`config.mk`:
```
export PLATFORM = sky130hd
export DESIGN_NAME = ball_peg_collision_step_flat
export DESIGN_NICKNAME = d
export VERILOG_FILES = /design/src/bpc_pkg.sv /design/src/bpc_channels.sv /design/src/ball_peg_collision_step.sv /design/src/flat_wrapper.sv
export VERILOG_INCLUDE_DIRS = /design/src /design/src/src
export SDC_FILE = /design/constraint.sdc
export NUM_CORES = 2
export LEC_CHECK = 0
export BUFFER_PORTS_ARGS = -buffer_cell sky130_fd_sc_hd__buf_2
export CAP_MARGIN = 20
export CELL_PAD_IN_SITES_DETAIL_PLACEMENT = 1
export CELL_PAD_IN_SITES_GLOBAL_PLACEMENT = 1
export CORE_MARGIN = 5
export CORE_UTILIZATION = 25
export DETAILED_ROUTE_END_ITERATION = 10
export MAX_ROUTING_LAYER = met4
export PLACE_DENSITY_LB_ADDON = 0.1
export RECOVER_POWER = 50
export SLEW_MARGIN = 10
export SYNTH_ARGS = -nofsm -noshare
export SYNTH_HDL_FRONTEND = slang
export SYNTH_SLANG_ARGS = --single-unit
```
`constraint.sdc`:
```
create_clock -name clk_i -period 11.6 [get_ports clk_i]
set_input_delay 2.32 -clock clk_i [delete_from_list [all_inputs] [get_ports clk_i]]
set_output_delay 2.32 -clock clk_i [all_outputs]
set_load 0.01 [all_outputs]
```
`src/ball_peg_collision_step_assert.svh`:
```
// Assertion macros for the ball and peg collision step.
// Depends on clk_i and rst_ni in the scope of the including module.
`ifndef BALL_PEG_COLLISION_STEP_ASSERT_SVH
`define BALL_PEG_COLLISION_STEP_ASSERT_SVH

// Clocked check, off while reset is asserted.
`define BPC_ASSERT(label, prop, msg) \
  label: assert property (@(posedge clk_i) disable iff (!rst_ni) prop) else $error(msg);

// Clocked check that also holds during reset.
`define BPC_ASSERT_ALWAYS(label, prop, msg) \
  label: assert property (@(posedge clk_i) prop) else $error(msg);

`endif

```
`src/bpc_pkg.sv`:
```
// Package for the ball and peg collision step: sequencer states, Q16.15
// constants and register indexes. No dependencies.
package bpc_pkg;

  typedef enum logic [3:0] {
    ST_IDLE, ST_PEG, ST_SQX, ST_SQY, ST_SUM, ST_SQRT, ST_CHK, ST_DIVX, ST_DIVY,
    ST_MX, ST_MY, ST_MR, ST_MRY, ST_MVX, ST_MVY, ST_FIN
  } state_e;

  localparam int CfgIdxW = 8;
  localparam logic [CfgIdxW-1:0] CFG_GRAVITY = 8'd0;
  localparam logic [CfgIdxW-1:0] CFG_CONTACT = 8'd1;

  localparam logic [15:0] GRAVITY_RESET = 16'd12124;
  localparam logic [20:0] CONTACT_RESET = 21'd327680;

  localparam logic [31:0] Q_ONE      = 32'd32768;
  localparam logic [31:0] PEG_X0     = 32'd10485760;
  localparam logic [31:0] PEG_Y0     = 32'd3276800;
  localparam logic [31:0] PEG_HSTEP  = 32'd1245184;
  localparam logic [31:0] PEG_HSTEP2 = 32'd2490368;
  localparam logic [31:0] PEG_VSTEP  = 32'd622592;
  localparam logic [31:0] FIELD_BOT  = 32'd15728640;
  localparam logic [31:0] FIELD_RGT  = 32'd20971520;
  localparam logic [31:0] FIELD_CTR  = 32'd10485760;
  localparam logic [31:0] WALL_NUDGE = 32'd163840;

  localparam int SubW      = 26;
  localparam int RadW      = 44;
  localparam int DistW     = 22;
  localparam int NumW      = 36;
  localparam int CntW      = 6;
  localparam int SqrtSteps = 22;
  localparam int DivSteps  = 36;

endpackage

```
`src/bpc_channels.sv`:
```
// Channel interfaces for the ball and peg collision step: input item,
// result item and configuration write. No dependencies.
interface bpc_ball_if;
  logic               valid;
  logic               ready;
  logic signed [31:0] pos_x;
  logic signed [31:0] pos_y;
  logic signed [31:0] vel_x;
  logic signed [31:0] vel_y;
  logic signed [15:0] spawn_speed;
  modport source (output valid, pos_x, pos_y, vel_x, vel_y, spawn_speed, input ready);
  modport sink   (input valid, pos_x, pos_y, vel_x, vel_y, spawn_speed, output ready);
endinterface

interface bpc_result_if;
  logic               valid;
  logic               ready;
  logic signed [31:0] next_x;
  logic signed [31:0] next_y;
  logic signed [31:0] next_vx;
  logic signed [31:0] next_vy;
  logic               respawned;
  logic               touched_peg;
  modport source (output valid, next_x, next_y, next_vx, next_vy, respawned, touched_peg,
                  input ready);
  modport sink   (input valid, next_x, next_y, next_vx, next_vy, respawned, touched_peg,
                  output ready);
endinterface

interface bpc_cfg_if;
  logic        valid;
  logic        ready;
  logic [7:0]  index;
  logic [31:0] data;
  modport source (output valid, index, data, input ready);
  modport sink   (input valid, index, data, output ready);
endinterface

```
`src/ball_peg_collision_step.sv`:
```
// Top level of the ball and peg collision step: sequencer, shared multiplier
// and shared subtractor. Depends on bpc_pkg, bpc_channels and the assert header.
//
// Usage:
//   ball_i carries one ball state (position, velocity, spawn speed); ball_o
//   returns the advanced state with respawn and peg contact flags; cfg_i
//   writes gravity (index 0) and contact distance (index 1), other indexes
//   are dropped. cfg_i is always ready.
//   One item is taken while the sequencer is idle. Each peg is checked for
//   range; a peg in range has its squares summed and is done on a zero
//   sum, else takes a square root and is done when out of reach; on contact
//   it divides and reflects: 22 square root and 2 x 36 division steps on one
//   shared subtractor, plus eight passes through one 32 x 32 multiplier.
//   With 16 levels the walk covers 136 pegs; after a contact on the last peg
//   the final state also waits for the last velocity product.
//   The result sits in an output register; ball_i is ready again the cycle
//   after the result is loaded, even while ball_o is stalled. A stalled
//   ball_o holds the next item in the final state until the register frees.
//   Reset clears the sequencer and output valid and loads the register
//   defaults: gravity 12124, contact distance 327680.
`include "ball_peg_collision_step_assert.svh"

module ball_peg_collision_step #(
  parameter int LEVELS = 16
) (
  input  logic          clk_i,
  input  logic          rst_ni,
  bpc_ball_if.sink      ball_i,
  bpc_result_if.source  ball_o,
  bpc_cfg_if.sink       cfg_i
);

  localparam int LvlW = (LEVELS > 1) ? $clog2(LEVELS) : 1;
  localparam logic [LvlW-1:0] LvlLast = LvlW'(LEVELS - 1);

  bpc_pkg::state_e state_q, state_d;

  logic [15:0] grav_q;
  logic [20:0] sep_q;

  logic [31:0] x_q, y_q, vx_q, vy_q, sp_q;
  logic [31:0] px_q, py_q, pxrow_q;
  logic [LvlW-1:0] lvl_q, col_q;
  logic [31:0] dx_q, dy_q, acc_q, nx_q, ny_q, refl_q;
  logic signed [63:0] p_q;
  logic [bpc_pkg::RadW-1:0]  rad_q;
  logic [bpc_pkg::SubW-1:0]  rem_q;
  logic [bpc_pkg::DistW-1:0] root_q;
  logic [bpc_pkg::NumW-1:0]  num_q, quo_q;
  logic neg_q;
  logic [bpc_pkg::CntW-1:0] cnt_q;
  logic touched_q;
  logic pvy_pending_q;

  logic        out_valid_q;
  logic [31:0] ox_q, oy_q, ovx_q, ovy_q;
  logic        oresp_q, otouch_q;

  // combinational helpers
  logic [31:0] dx_c, dy_c, mdx_c, mdy_c, pq_c, s_c, reach_c, dot_c;
  logic        near_c, last_peg_c, out_free_c, fin_load_c;
  logic [31:0] mul_a, mul_b;
  logic signed [63:0] prod_c;
  logic [bpc_pkg::SubW-1:0] sub_a, sub_b, rem_sh;
  logic [bpc_pkg::SubW:0]   diff_c;
  logic        ge_c;
  logic [31:0] fx, fy, fvx, fvy;
  logic        fresp;

  assign dx_c   = x_q - px_q;
  assign dy_c   = y_q - py_q;
  assign mdx_c  = dx_c[31] ? (32'd0 - dx_c) : dx_c;
  assign mdy_c  = dy_c[31] ? (32'd0 - dy_c) : dy_c;
  assign near_c = (mdx_c < {11'd0, sep_q}) && (mdy_c < {11'd0, sep_q});
  assign last_peg_c = (col_q == lvl_q) && (lvl_q == LvlLast);
  assign pq_c   = p_q[46:15];
  assign s_c    = acc_q + pq_c;
  assign reach_c = {11'd0, sep_q} + bpc_pkg::Q_ONE;
  assign dot_c  = acc_q + pq_c;
  assign out_free_c = !out_valid_q || ball_o.ready;
  assign fin_load_c = (state_q == bpc_pkg::ST_FIN) && out_free_c && !pvy_pending_q;

  // shared multiplier operands
  always_comb begin
    mul_a = nx_q;
    mul_b = vx_q;
    unique case (state_q)
      bpc_pkg::ST_SQX: begin mul_a = dx_q; mul_b = dx_q;    end
      bpc_pkg::ST_SQY: begin mul_a = dy_q; mul_b = dy_q;    end
      bpc_pkg::ST_MX:  begin mul_a = nx_q; mul_b = vx_q;    end
      bpc_pkg::ST_MY:  begin mul_a = ny_q; mul_b = vy_q;    end
      bpc_pkg::ST_MR:  begin mul_a = nx_q; mul_b = reach_c; end
      bpc_pkg::ST_MRY: begin mul_a = ny_q; mul_b = reach_c; end
      bpc_pkg::ST_MVX: begin mul_a = nx_q; mul_b = refl_q;  end
      bpc_pkg::ST_MVY: begin mul_a = ny_q; mul_b = refl_q;  end
      default: ;
    endcase
  end
  assign prod_c = $signed(mul_a) * $signed(mul_b);

  // shared compare and subtract
  always_comb begin
    if (state_q == bpc_pkg::ST_SQRT) begin
      rem_sh = {rem_q[bpc_pkg::SubW-3:0], rad_q[bpc_pkg::RadW-1 -: 2]};
      sub_b  = {2'd0, root_q, 2'b01};
    end else begin
      rem_sh = {rem_q[bpc_pkg::SubW-2:0], num_q[bpc_pkg::NumW-1]};
      sub_b  = {4'd0, root_q};
    end
    sub_a  = rem_sh;
    diff_c = {1'b0, sub_a} - {1'b0, sub_b};
    ge_c   = !diff_c[bpc_pkg::SubW];
  end

  // floor, ceiling and side walls, then gravity
  always_comb begin
    fx = x_q; fy = y_q; fvx = vx_q; fvy = vy_q; fresp = 1'b0;
    if ($signed(fy) > $signed(bpc_pkg::FIELD_BOT)) begin
      fx = bpc_pkg::FIELD_CTR; fy = 32'd0; fvx = sp_q; fvy = 32'd0; fresp = 1'b1;
    end
    if (fy[31]) begin
      fvy = 32'd0 - fvy; fy = fy + bpc_pkg::WALL_NUDGE;
    end
    if ($signed(fx) > $signed(bpc_pkg::FIELD_RGT)) begin
      fvx = 32'd0 - fvx; fx = fx - bpc_pkg::WALL_NUDGE;
    end
    if (fx[31]) begin
      fvx = 32'd0 - fvx; fx = fx + bpc_pkg::WALL_NUDGE;
    end
    fvy = fvy + {16'd0, grav_q};
  end

  // next state
  always_comb begin
    state_d = state_q;
    unique case (state_q)
      bpc_pkg::ST_IDLE: if (ball_i.valid) state_d = bpc_pkg::ST_PEG;
      bpc_pkg::ST_PEG: begin
        if (near_c) state_d = bpc_pkg::ST_SQX;
        else if (last_peg_c) state_d = bpc_pkg::ST_FIN;
      end
      bpc_pkg::ST_SQX: state_d = bpc_pkg::ST_SQY;
      bpc_pkg::ST_SQY: state_d = bpc_pkg::ST_SUM;
      bpc_pkg::ST_SUM: begin
        if (!s_c[31] && (s_c != 32'd0)) state_d = bpc_pkg::ST_SQRT;
        else if (last_peg_c) state_d = bpc_pkg::ST_FIN;
        else state_d = bpc_pkg::ST_PEG;
      end
      bpc_pkg::ST_SQRT:
        if (cnt_q == bpc_pkg::CntW'(bpc_pkg::SqrtSteps - 1)) state_d = bpc_pkg::ST_CHK;
      bpc_pkg::ST_CHK: begin
        if ((root_q != '0) && (root_q < {1'b0, sep_q})) state_d = bpc_pkg::ST_DIVX;
        else if (last_peg_c) state_d = bpc_pkg::ST_FIN;
        else state_d = bpc_pkg::ST_PEG;
      end
      bpc_pkg::ST_DIVX:
        if (cnt_q == bpc_pkg::CntW'(bpc_pkg::DivSteps - 1)) state_d = bpc_pkg::ST_DIVY;
      bpc_pkg::ST_DIVY:
        if (cnt_q == bpc_pkg::CntW'(bpc_pkg::DivSteps - 1)) state_d = bpc_pkg::ST_MX;
      bpc_pkg::ST_MX:  state_d = bpc_pkg::ST_MY;
      bpc_pkg::ST_MY:  state_d = bpc_pkg::ST_MR;
      bpc_pkg::ST_MR:  state_d = bpc_pkg::ST_MRY;
      bpc_pkg::ST_MRY: state_d = bpc_pkg::ST_MVX;
      bpc_pkg::ST_MVX: state_d = bpc_pkg::ST_MVY;
      bpc_pkg::ST_MVY: state_d = last_peg_c ? bpc_pkg::ST_FIN : bpc_pkg::ST_PEG;
      bpc_pkg::ST_FIN: if (fin_load_c) state_d = bpc_pkg::ST_IDLE;
      default: state_d = bpc_pkg::ST_IDLE;
    endcase
  end

  always_ff @(posedge clk_i or negedge rst_ni) begin
    if (!rst_ni) begin
      state_q <= bpc_pkg::ST_IDLE;
    end else begin
      state_q <= state_d;
    end
  end

  // configuration
  always_ff @(posedge clk_i or negedge rst_ni) begin
    if (!rst_ni) begin
      grav_q <= bpc_pkg::GRAVITY_RESET;
      sep_q  <= bpc_pkg::CONTACT_RESET;
    end else if (cfg_i.valid) begin
      unique case (cfg_i.index)
        bpc_pkg::CFG_GRAVITY: grav_q <= cfg_i.data[15:0];
        bpc_pkg::CFG_CONTACT: sep_q  <= cfg_i.data[20:0];
        default: ;
      endcase
    end
  end

  // peg walk: advance after a peg is done
  logic adv_c;
  always_comb begin
    adv_c = 1'b0;
    unique case (state_q)
      bpc_pkg::ST_PEG:  adv_c = !near_c;
      bpc_pkg::ST_SUM:  adv_c = s_c[31] || (s_c == 32'd0);
      bpc_pkg::ST_CHK:  adv_c = (root_q == '0) || (root_q >= {1'b0, sep_q});
      bpc_pkg::ST_MVY:  adv_c = 1'b1;
      default: ;
    endcase
  end

  always_ff @(posedge clk_i or negedge rst_ni) begin
    if (!rst_ni) begin
      lvl_q     <= '0;
      col_q     <= '0;
      touched_q <= 1'b0;
      cnt_q     <= '0;
    end else begin
      if (state_q == bpc_pkg::ST_IDLE) begin
        lvl_q <= '0; col_q <= '0; touched_q <= 1'b0;
      end else if (adv_c) begin
        if (col_q == lvl_q) begin
          col_q <= '0;
          lvl_q <= lvl_q + 1'b1;
        end else begin
          col_q <= col_q + 1'b1;
        end
      end
      if (state_q == bpc_pkg::ST_MVY) touched_q <= 1'b1;
      if ((state_q == bpc_pkg::ST_SQRT) || (state_q == bpc_pkg::ST_DIVX) ||
          (state_q == bpc_pkg::ST_DIVY)) begin
        cnt_q <= (state_q != state_d) ? '0 : cnt_q + 1'b1;
      end else begin
        cnt_q <= '0;
      end
    end
  end

  // datapath
  always_ff @(posedge clk_i) begin
    p_q <= prod_c;
    if ((state_q == bpc_pkg::ST_IDLE) && ball_i.valid) begin
      x_q  <= ball_i.pos_x + ball_i.vel_x;
      y_q  <= ball_i.pos_y + ball_i.vel_y;
      vx_q <= ball_i.vel_x;
      vy_q <= ball_i.vel_y;
      sp_q <= {{16{ball_i.spawn_speed[15]}}, ball_i.spawn_speed};
      px_q    <= bpc_pkg::PEG_X0;
      pxrow_q <= bpc_pkg::PEG_X0;
      py_q    <= bpc_pkg::PEG_Y0;
    end else if (adv_c) begin
      if (col_q == lvl_q) begin
        pxrow_q <= pxrow_q - bpc_pkg::PEG_HSTEP;
        px_q    <= pxrow_q - bpc_pkg::PEG_HSTEP;
        py_q    <= py_q + bpc_pkg::PEG_VSTEP;
      end else begin
        px_q <= px_q + bpc_pkg::PEG_HSTEP2;
      end
    end
    unique case (state_q)
      bpc_pkg::ST_PEG: begin
        dx_q <= dx_c;
        dy_q <= dy_c;
      end
      bpc_pkg::ST_SQY: acc_q <= pq_c;
      bpc_pkg::ST_SUM: begin
        rad_q  <= {s_c[28:0], 15'd0};
        rem_q  <= '0;
        root_q <= '0;
      end
      bpc_pkg::ST_SQRT: begin
        rad_q  <= {rad_q[bpc_pkg::RadW-3:0], 2'b00};
        rem_q  <= ge_c ? diff_c[bpc_pkg::SubW-1:0] : rem_sh;
        root_q <= {root_q[bpc_pkg::DistW-2:0], ge_c};
      end
      bpc_pkg::ST_CHK: begin
        rem_q <= '0;
        quo_q <= '0;
        neg_q <= dx_q[31];
        num_q <= {mdx_c_of(dx_q), 15'd0};
      end
      bpc_pkg::ST_DIVX, bpc_pkg::ST_DIVY: begin
        if (state_q != state_d) begin
          rem_q <= '0;
          quo_q <= '0;
          if (state_q == bpc_pkg::ST_DIVX) begin
            nx_q  <= quo_next(neg_q, quo_q, ge_c);
            neg_q <= dy_q[31];
            num_q <= {mdx_c_of(dy_q), 15'd0};
          end else begin
            ny_q <= quo_next(neg_q, quo_q, ge_c);
          end
        end else begin
          rem_q <= ge_c ? diff_c[bpc_pkg::SubW-1:0] : rem_sh;
          quo_q <= {quo_q[bpc_pkg::NumW-2:0], ge_c};
          num_q <= {num_q[bpc_pkg::NumW-2:0], 1'b0};
        end
      end
      bpc_pkg::ST_MY:  acc_q  <= pq_c;
      bpc_pkg::ST_MR:  refl_q <= 32'd0 - {dot_c[30:0], 1'b0};
      bpc_pkg::ST_MRY: x_q    <= px_q + pq_c;
      bpc_pkg::ST_MVX: y_q    <= py_q + pq_c;
      bpc_pkg::ST_MVY: vx_q   <= vx_q + pq_c;
      default: ;
    endcase
    if (pvy_pending_q) vy_q <= vy_q + pq_c;
  end

  // the last velocity product lands in the cycle after ST_MVY
  always_ff @(posedge clk_i or negedge rst_ni) begin
    if (!rst_ni) begin
      pvy_pending_q <= 1'b0;
    end else begin
      pvy_pending_q <= (state_q == bpc_pkg::ST_MVY);
    end
  end

  function automatic logic [20:0] mdx_c_of(input logic [31:0] d);
    logic [31:0] m;
    m = d[31] ? (32'd0 - d) : d;
    return m[20:0];
  endfunction

  function automatic logic [31:0] quo_next(input logic n,
                                           input logic [bpc_pkg::NumW-1:0] q,
                                           input logic g);
    logic [31:0] v;
    v = {q[30:0], g};
    return n ? (32'd0 - v) : v;
  endfunction

  // output register
  always_ff @(posedge clk_i or negedge rst_ni) begin
    if (!rst_ni) begin
      out_valid_q <= 1'b0;
    end else if (fin_load_c) begin
      out_valid_q <= 1'b1;
    end else if (ball_o.ready) begin
      out_valid_q <= 1'b0;
    end
  end

  always_ff @(posedge clk_i) begin
    if (fin_load_c) begin
      ox_q     <= fx;
      oy_q     <= fy;
      ovx_q    <= fvx;
      ovy_q    <= fvy;
      oresp_q  <= fresp;
      otouch_q <= touched_q;
    end
  end

  assign ball_i.ready      = (state_q == bpc_pkg::ST_IDLE);
  assign cfg_i.ready       = 1'b1;
  assign ball_o.valid      = out_valid_q;
  assign ball_o.next_x     = ox_q;
  assign ball_o.next_y     = oy_q;
  assign ball_o.next_vx    = ovx_q;
  assign ball_o.next_vy    = ovy_q;
  assign ball_o.respawned  = oresp_q;
  assign ball_o.touched_peg = otouch_q;

  `BPC_ASSERT(a_accept_starts_walk,
    (ball_i.valid && ball_i.ready) |=> (state_q == bpc_pkg::ST_PEG), "accept did not start walk")
  `BPC_ASSERT(a_sqrt_bound,
    (state_q == bpc_pkg::ST_SQRT) |-> (cnt_q < bpc_pkg::CntW'(bpc_pkg::SqrtSteps)),
    "square root ran too long")
  `BPC_ASSERT(a_contact_nonzero,
    (state_q == bpc_pkg::ST_MX) |-> (root_q != '0), "contact with zero distance")
  `BPC_ASSERT_ALWAYS(a_reset_idle,
    !rst_ni |=> (state_q == bpc_pkg::ST_IDLE), "sequencer not idle in reset")

endmodule
```
`src/flat_wrapper.sv`:
```
// flat-port wrapper written by rule: the top's interface ports become plain ports
module ball_peg_collision_step_flat 
#(
  parameter int LEVELS = 16
)
  (clk_i, rst_ni, ball_i_valid, ball_i_pos_x, ball_i_pos_y, ball_i_vel_x, ball_i_vel_y, ball_i_spawn_speed, ball_i_ready, ball_o_valid, ball_o_next_x, ball_o_next_y, ball_o_next_vx, ball_o_next_vy, ball_o_respawned, ball_o_touched_peg, ball_o_ready, cfg_i_valid, cfg_i_index, cfg_i_data, cfg_i_ready);
  bpc_ball_if ball_i_i ();
  bpc_result_if ball_o_i ();
  bpc_cfg_if cfg_i_i ();
  input  logic clk_i;
  input  logic rst_ni;
  input wire logic [$bits(ball_i_i.valid)-1:0] ball_i_valid;
  input wire logic [$bits(ball_i_i.pos_x)-1:0] ball_i_pos_x;
  input wire logic [$bits(ball_i_i.pos_y)-1:0] ball_i_pos_y;
  input wire logic [$bits(ball_i_i.vel_x)-1:0] ball_i_vel_x;
  input wire logic [$bits(ball_i_i.vel_y)-1:0] ball_i_vel_y;
  input wire logic [$bits(ball_i_i.spawn_speed)-1:0] ball_i_spawn_speed;
  output wire logic [$bits(ball_i_i.ready)-1:0] ball_i_ready;
  output wire logic [$bits(ball_o_i.valid)-1:0] ball_o_valid;
  output wire logic [$bits(ball_o_i.next_x)-1:0] ball_o_next_x;
  output wire logic [$bits(ball_o_i.next_y)-1:0] ball_o_next_y;
  output wire logic [$bits(ball_o_i.next_vx)-1:0] ball_o_next_vx;
  output wire logic [$bits(ball_o_i.next_vy)-1:0] ball_o_next_vy;
  output wire logic [$bits(ball_o_i.respawned)-1:0] ball_o_respawned;
  output wire logic [$bits(ball_o_i.touched_peg)-1:0] ball_o_touched_peg;
  input wire logic [$bits(ball_o_i.ready)-1:0] ball_o_ready;
  input wire logic [$bits(cfg_i_i.valid)-1:0] cfg_i_valid;
  input wire logic [$bits(cfg_i_i.index)-1:0] cfg_i_index;
  input wire logic [$bits(cfg_i_i.data)-1:0] cfg_i_data;
  output wire logic [$bits(cfg_i_i.ready)-1:0] cfg_i_ready;
  assign ball_i_i.valid = ball_i_valid;
  assign ball_i_i.pos_x = ball_i_pos_x;
  assign ball_i_i.pos_y = ball_i_pos_y;
  assign ball_i_i.vel_x = ball_i_vel_x;
  assign ball_i_i.vel_y = ball_i_vel_y;
  assign ball_i_i.spawn_speed = ball_i_spawn_speed;
  assign ball_i_ready = ball_i_i.ready;
  assign ball_o_valid = ball_o_i.valid;
  assign ball_o_next_x = ball_o_i.next_x;
  assign ball_o_next_y = ball_o_i.next_y;
  assign ball_o_next_vx = ball_o_i.next_vx;
  assign ball_o_next_vy = ball_o_i.next_vy;
  assign ball_o_respawned = ball_o_i.respawned;
  assign ball_o_touched_peg = ball_o_i.touched_peg;
  assign ball_o_i.ready = ball_o_ready;
  assign cfg_i_i.valid = cfg_i_valid;
  assign cfg_i_i.index = cfg_i_index;
  assign cfg_i_i.data = cfg_i_data;
  assign cfg_i_ready = cfg_i_i.ready;
  ball_peg_collision_step #(.LEVELS(LEVELS)) u_core (.clk_i(clk_i), .rst_ni(rst_ni), .ball_i(ball_i_i), .ball_o(ball_o_i), .cfg_i(cfg_i_i));
endmodule
```
# [After elaboration in Yosys (flattened, before gate mapping)]
# Index checks and enable logic that the tools add are counted.
[totals] reg_bits=826 in_bits=189 output_inout_bits=133 elab_cells=214
[op_classes] addsub=30 multipliers=1 n_lt_le_gt_ge=6 eq_ne=24 muxes=66 bitwise_logic=1 n_reduce_logical=48
[ops] operator="two-way mux 32 bit" n=20
[ops] operator="adder 32 bit" n=7
[ops] operator="subtractor 1 x 32 -> 32 bit (first input constant)" n=7
[ops] operator="one-hot mux 32 bit (5 select lines)" n=1
[ops] operator="one-hot mux 32 bit (3 select lines)" n=1
[ops] operator="two-way mux 31 bit" n=3
[ops] operator="one-hot mux 44 bit (2 select lines)" n=1
[ops] operator="one-hot mux 25 bit (3 select lines)" n=1
[ops] operator="two-way mux 36 bit" n=2
[ops] operator="one-hot mux 36 bit (2 select lines)" n=1
[ops] operator="adder 32 x 18 -> 32 bit (second input constant)" n=2
[ops] operator="< comparator 32 x 21 -> 1 bit" n=2
[ops] operator="two-way mux 4 bit" n=16
[ops] operator="one-hot mux 4 bit (16 select lines)" n=1
[ops] operator="subtractor 32 bit" n=2
[ops] operator="one-hot mux 31 bit (2 select lines)" n=1
[ops] operator="two-way mux 25 bit" n=2
[ops] operator="multiplier 32 x 32 -> 47 bit" n=1
[ops] operator="one-hot mux 22 bit (2 select lines)" n=1
[ops] operator="two-way mux 21 bit" n=2
[ops] operator="subtractor 1 x 21 -> 21 bit (first input constant)" n=2
[ops] operator="equality test 4 bit (second input constant)" n=9
[ops] operator="adder 32 x 16 -> 32 bit" n=1
[ops] operator="adder 32 x 20 -> 32 bit (second input constant)" n=1
[ops] operator="43 further kinds" n=89

# [Longest topological paths before layout]
[depth] ltp_word=10 ltp_mapped=43 mapped_depth_nobuf=37

# [Worst setup path after synthesis]
# OpenSTA, ideal clock, no wires.
[synth_timing] kind="input port to flip-flop" from="in ball_o_ready" to="reg u_core.ovx_q[0], in the netlist u_core.ball_o.next_vx[0] (enable)" arrival_ns=11.299 required_ns=10.822 setup_slack_ns=-0.478 stages=3 path_cell_list="nand2b_1 -> nand2_1 -> nor3_1"
[synth_via] elab_chain_len=3
[synth_rtl] element="start, declared" line="flat_wrapper.sv:26" text="input wire logic [$bits(ball_o_i.ready)-1:0] ball_o_ready;"
[synth_rtl] element="logical OR 1 bit" line="ball_peg_collision_step.sv:80" text="assign out_free_c = !out_valid_q || ball_o.ready;"
[synth_rtl] element="logical AND 1 bit (2 in a row)" line="ball_peg_collision_step.sv:81" text="assign fin_load_c = (state_q == bpc_pkg::ST_FIN) && out_free_c && !pvy_pending_q;"
[synth_rtl] element="net u_core.fin_load_c" line="ball_peg_collision_step.sv:61" text="logic near_c, last_peg_c, out_free_c, fin_load_c;"
[synth_rtl] element="end signal, assigned" line="ball_peg_collision_step.sv:341" text="ovx_q <= fvx;"
[synth_rtl] element="end, declared" line="ball_peg_collision_step.sv:56" text="logic [31:0] ox_q, oy_q, ovx_q, ovy_q;"
# The timed path passes the listed nets, and every way through them passes these cells.
# A chain may end at the register's enable or synchronous reset.

# [Worst setup path after layout]
[layout_timing] from="reg u_core.state_q[2]" to="reg u_core.p_q[46]"
[layout_via] elab_chain_len=4 elab_cells_between_ends=13 classes_between="mul: 1; eq/ne: 7; mux: 2; reduce/logical: 3"
[layout_rtl] element="start, declared" line="ball_peg_collision_step.sv:36" text="bpc_pkg::state_e state_q, state_d;"
[layout_rtl] element="start signal, assigned" line="ball_peg_collision_step.sv:173" text="state_q <= bpc_pkg::ST_IDLE;"
[layout_rtl] element="start signal, assigned" line="ball_peg_collision_step.sv:175" text="state_q <= state_d;"
[layout_rtl] element="equality test 4 bit" line="ball_peg_collision_step.sv:87" text="unique case (state_q)"
[layout_rtl] element="OR reduction 3 bit (no source line) / OR reduction 2 bit (equally long branches)"
[layout_rtl] element="one-hot mux 32 bit (3 select lines) / one-hot mux 32 bit (5 select lines) (equally long branches)" line="ball_peg_collision_step.sv:87"
[layout_rtl] element="multiplier 32 x 32 -> 47 bit (*)" line="ball_peg_collision_step.sv:99" text="assign prod_c = $signed(mul_a) * $signed(mul_b);"
[layout_rtl] element="net u_core.prod_c[46]" line="ball_peg_collision_step.sv:63" text="logic signed [63:0] prod_c;"
[layout_rtl] element="end signal, assigned" line="ball_peg_collision_step.sv:235" text="p_q <= prod_c;"
[layout_rtl] element="end, declared" line="ball_peg_collision_step.sv:45" text="logic signed [63:0] p_q;"
# Mark *: on every way through the listed nets, which the timed path passes. The rest lies on a longest branch.

==> flow_summary.toml <==
[clock_tree]
cts_tree = "done"
insertion_delay_ps = 760
cts_made_buffers = 99
cts_max_level = 3
clockBufferDepth = 3
cts-root-buf = "clkbuf_16"
path_clk_slew_ps = 60
cts.sinks = 733

[global_route]
use_met1 = 0.3041
grt_pass1_vias = 67580
track_usage = 0.2199
antenna_found_initial = 25
grt_max_degree = 68
grt_first_pass_wirelength_um = 496600
grt_use_met3 = 0.01924
grt-busiest-layer = "met2"
grt_use_met2 = 0.3462
gr-total-overflow = 0

[timing]
fin_skew_ps = 86.62
slew_headroom = -1.604
period_share = 0.9536
report.final.setup_viol = 0
grt_setup_unrepaired = "no"
setup_ws_ps = 538.2
min_period_ps = 11060
final-hold-violation-count = 0
slew_viol_final = 726
clock.fmax_mhz = 90.40
worstMarginPinSlew_ps = 3905
setup_tns_ps = 0

[worst_setup_path]
slowest_delay_ps = 730
critPathLaunchType = "flip-flop"
r2r_end = "u_core.p_q[46]"
critPathKind = "flip-flop to flip-flop"
worst_r2r_path_depth = 40
critPathArrivalTime_ps = 11680
r2r_start = "u_core.state_q[2]"
cp.required_ps = 12220
cp-end-kind = "flip-flop"
crit_slowest_cell = "and2_0"
ff2ff_setup_slack_ps = 540
crit_fanout = 17

[synth]
ys_seq_area_frac = 0.2719
synthArstFlopShare = 0.07913
syn_inst = 8299
yosysWarnings = 0
synth_edf_count = 594
netlist_area_um2 = 76960
ys_ff_latch = 733
avgSynthCellArea_um2 = 9.273
yosys_most_used_dff = "edfxtp_1"
synth.distinct_cells = 100

[drt]
dr.pass1.iters = 7
avgRoutedWirePerCell_um = 26.78
drc = 0
post_drt_via_cell_ratio = 4.913
wl_um = 343700
first_iter_violations = 4323
ant_nets = 0
vias = 63050

[status]
status = "finished with violations"
violations = "capacitance limit, slew limit"

[floorplanning]
rows = 203
core-area_um2 = 306300
ios = 322
dieHeight_um = 564.8
die_w_um = 564.8
die_area_um2 = 319000
start_util = 0.2512

[cells_and_area]
syn_to_final_growth_pct = 13.99
fillers = 35530
final_layout_size_suffix_gt1_frac = 0.09925
design_area_um2 = 87730
layout.nets = 10150
utilization = 0.2864

[place]
placed_area_um2 = 84680
portBuffers = 309
hpwl_um = 284800
finalWeightedCongestion = 0.8844
post-place-ws_ps = 487.8

[worst_hold_path]
min_from = "u_core.rad_q[30]"
hold_class = "flip-flop to flip-flop"
holdPathStages = 2
hold_end = "u_core.rad_q[32]"

[flow_run]
drv_cap = 26
[layout make-up]
type	count	area, µm²	share of cell area
clock inverters	55	564.3	0.006432
inverters	1044	3921	0.04470
diodes	17	42.54	0.0004849
multi-input cells	6182	51070	0.5821
repair buffers	573	3383	0.03857
well taps	4100	5130	0.05848
flip-flops and latches	733	20930	0.2385
clock buffers	128	2690	0.03066
[worst max path at each step]
stage / start / end / slack (ps) / cells after the start
2_1_floorplan: u_core.state_q[0] / u_core.p_q[46] / 1640 / 41
3_3_place_gp: u_core.state_q[2] / u_core.p_q[46] / 590 / 39
3_5_place_dp: u_core.state_q[0] / u_core.p_q[46] / 490 / 39
4_1_cts: u_core.state_q[0] / u_core.p_q[45] / 450 / 39
5_1_grt: u_core.state_q[2] / u_core.p_q[46] / 20 / 39
6_report: u_core.state_q[2] / u_core.p_q[46] / 540 / 40
[timing repair]
| item | 4_1_cts | 5_1_grt |
|---|---|---|
| resized for setup | 0 | 1 |
| endpoints found under the setup margin | 0 | 2 |
| hold buffers | 0 | 0 |
| buffers inserted | 0 | 2 |
[synth_stat cells, drive strengths merged, types with 38 or more instances]
cell	n	area, µm²
dfrtp	47	1176
fa	825	16520
and3	63	394.1
clkbuf	305	1146
nor4	42	305.3
ha	502	6281
xnor2	366	3206
a31oi	47	294.0
or3	84	525.5
nand2b	61	381.6
and2	108	675.7
inv	1043	3915
xor2	186	1637
edfxtp	594	17840
o211ai	38	285.3
mux2	73	822.0
a211oi	55	412.9
o21a	55	412.9
nor2	770	2890
nand2	1084	4069
nor2b	49	306.5
a21oi	415	2081
a21o	99	743.2
o21ai	314	1575
nand3	128	640.6
or4	42	326.6
mux2i	38	380.4
o31ai	98	754.5
nor3	118	595.6
dfxtp	81	1622
[per-layer routing]
layer | vias up | part of all wire
met3 | 288 | 0.035
met2 | 1127 | 0.46
met1 | 32970 | 0.48
met5 | - | 0
met4 | 0 | 0.031
li1 | 28670 | -
[flip-flops by register name, indices dropped and copies added, names as in the netlist, 22 cells and up]
register               count
u_core.quo_q              31
u_core.ny_q               32
u_core.dx_q               32
u_core.y_q                32
u_core.ball_o.next_vx     32
u_core.vx_q               32
u_core.acc_q              32
u_core.ball_o.next_y      32
u_core.rem_q              25
u_core.nx_q               32
u_core.rad_q              29
u_core.root_q             22
u_core.x_q                32
u_core.p_q                32
u_core.ball_o.next_vy     32
u_core.dy_q               32
u_core.ball_o.next_x      32
u_core.vy_q               32
u_core.refl_q             31
[cells by family (layout without fill, tap and decap cells)]
| family | after synthesis | count (layout) | share of synthesized area |
|---|---|---|---|
| and+or+nand+nor | 2691 | 2691 | 0.1579 |
| AOI/OAI and AO/OA | 1498 | 1498 | 0.1273 |
| buffers and inverters | 1385 | 1800 | 0.06799 |
| adders and majority gates | 1327 | 1327 | 0.2962 |
| DFF | 733 | 733 | 0.2719 |
| xor gates and xnor gates | 552 | 552 | 0.06292 |
| muxes | 111 | 111 | 0.01562 |
| other | 2 | 20 | 0.00009759 |
[placed cells by master (no fill, tap or decap), types with 39 or more instances in the layout]
| cell | count |
|---|---|
| nor3_1 | 116 |
| a211oi_1 | 53 |
| a31oi_1 | 47 |
| clkbuf_16 | 102 |
| ha_1 | 502 |
| buf_2 | 300 |
| and3_1 | 63 |
| xnor2_1 | 365 |
| mux2_2 | 73 |
| nor2b_1 | 49 |
| o21ai_0 | 306 |
| fa_1 | 825 |
| inv_1 | 1038 |
| a21o_1 | 98 |
| nand3_1 | 128 |
| buf_4 | 211 |
| a21oi_1 | 411 |
| dfrtp_1 | 46 |
| nor2_1 | 763 |
| or4_1 | 39 |
| o21a_1 | 55 |
| clkbuf_1 | 80 |
| o31ai_1 | 96 |
| and2_1 | 102 |
| or3_1 | 84 |
| edfxtp_1 | 594 |
| nand2_1 | 1083 |
| nand2b_1 | 61 |
| dfxtp_1 | 81 |
| xor2_1 | 186 |
[critical path, delay by kind of cell, from the launching register on]
family	cells	cell delay (ps)
buffers and inverters	11	1670
DFF	1	480
xor gates and xnor gates	1	130
adders and majority gates	9	3890
and+or+nand+nor	7	1770
AOI/OAI and AO/OA	12	2990
[per-stage QoR]
stage	hold WS (ps)	std cells
after floorplan	406.4	8300
after global placement	461.2	12620
after detailed placement	482.0	12630
after CTS	427.4	12810
after global routing	467.1	12830
final	453.7	12830
Power is left out: the tool's default activity adds up to more than one toggle a clock period on the data nets, which glitch-free logic cannot reach.
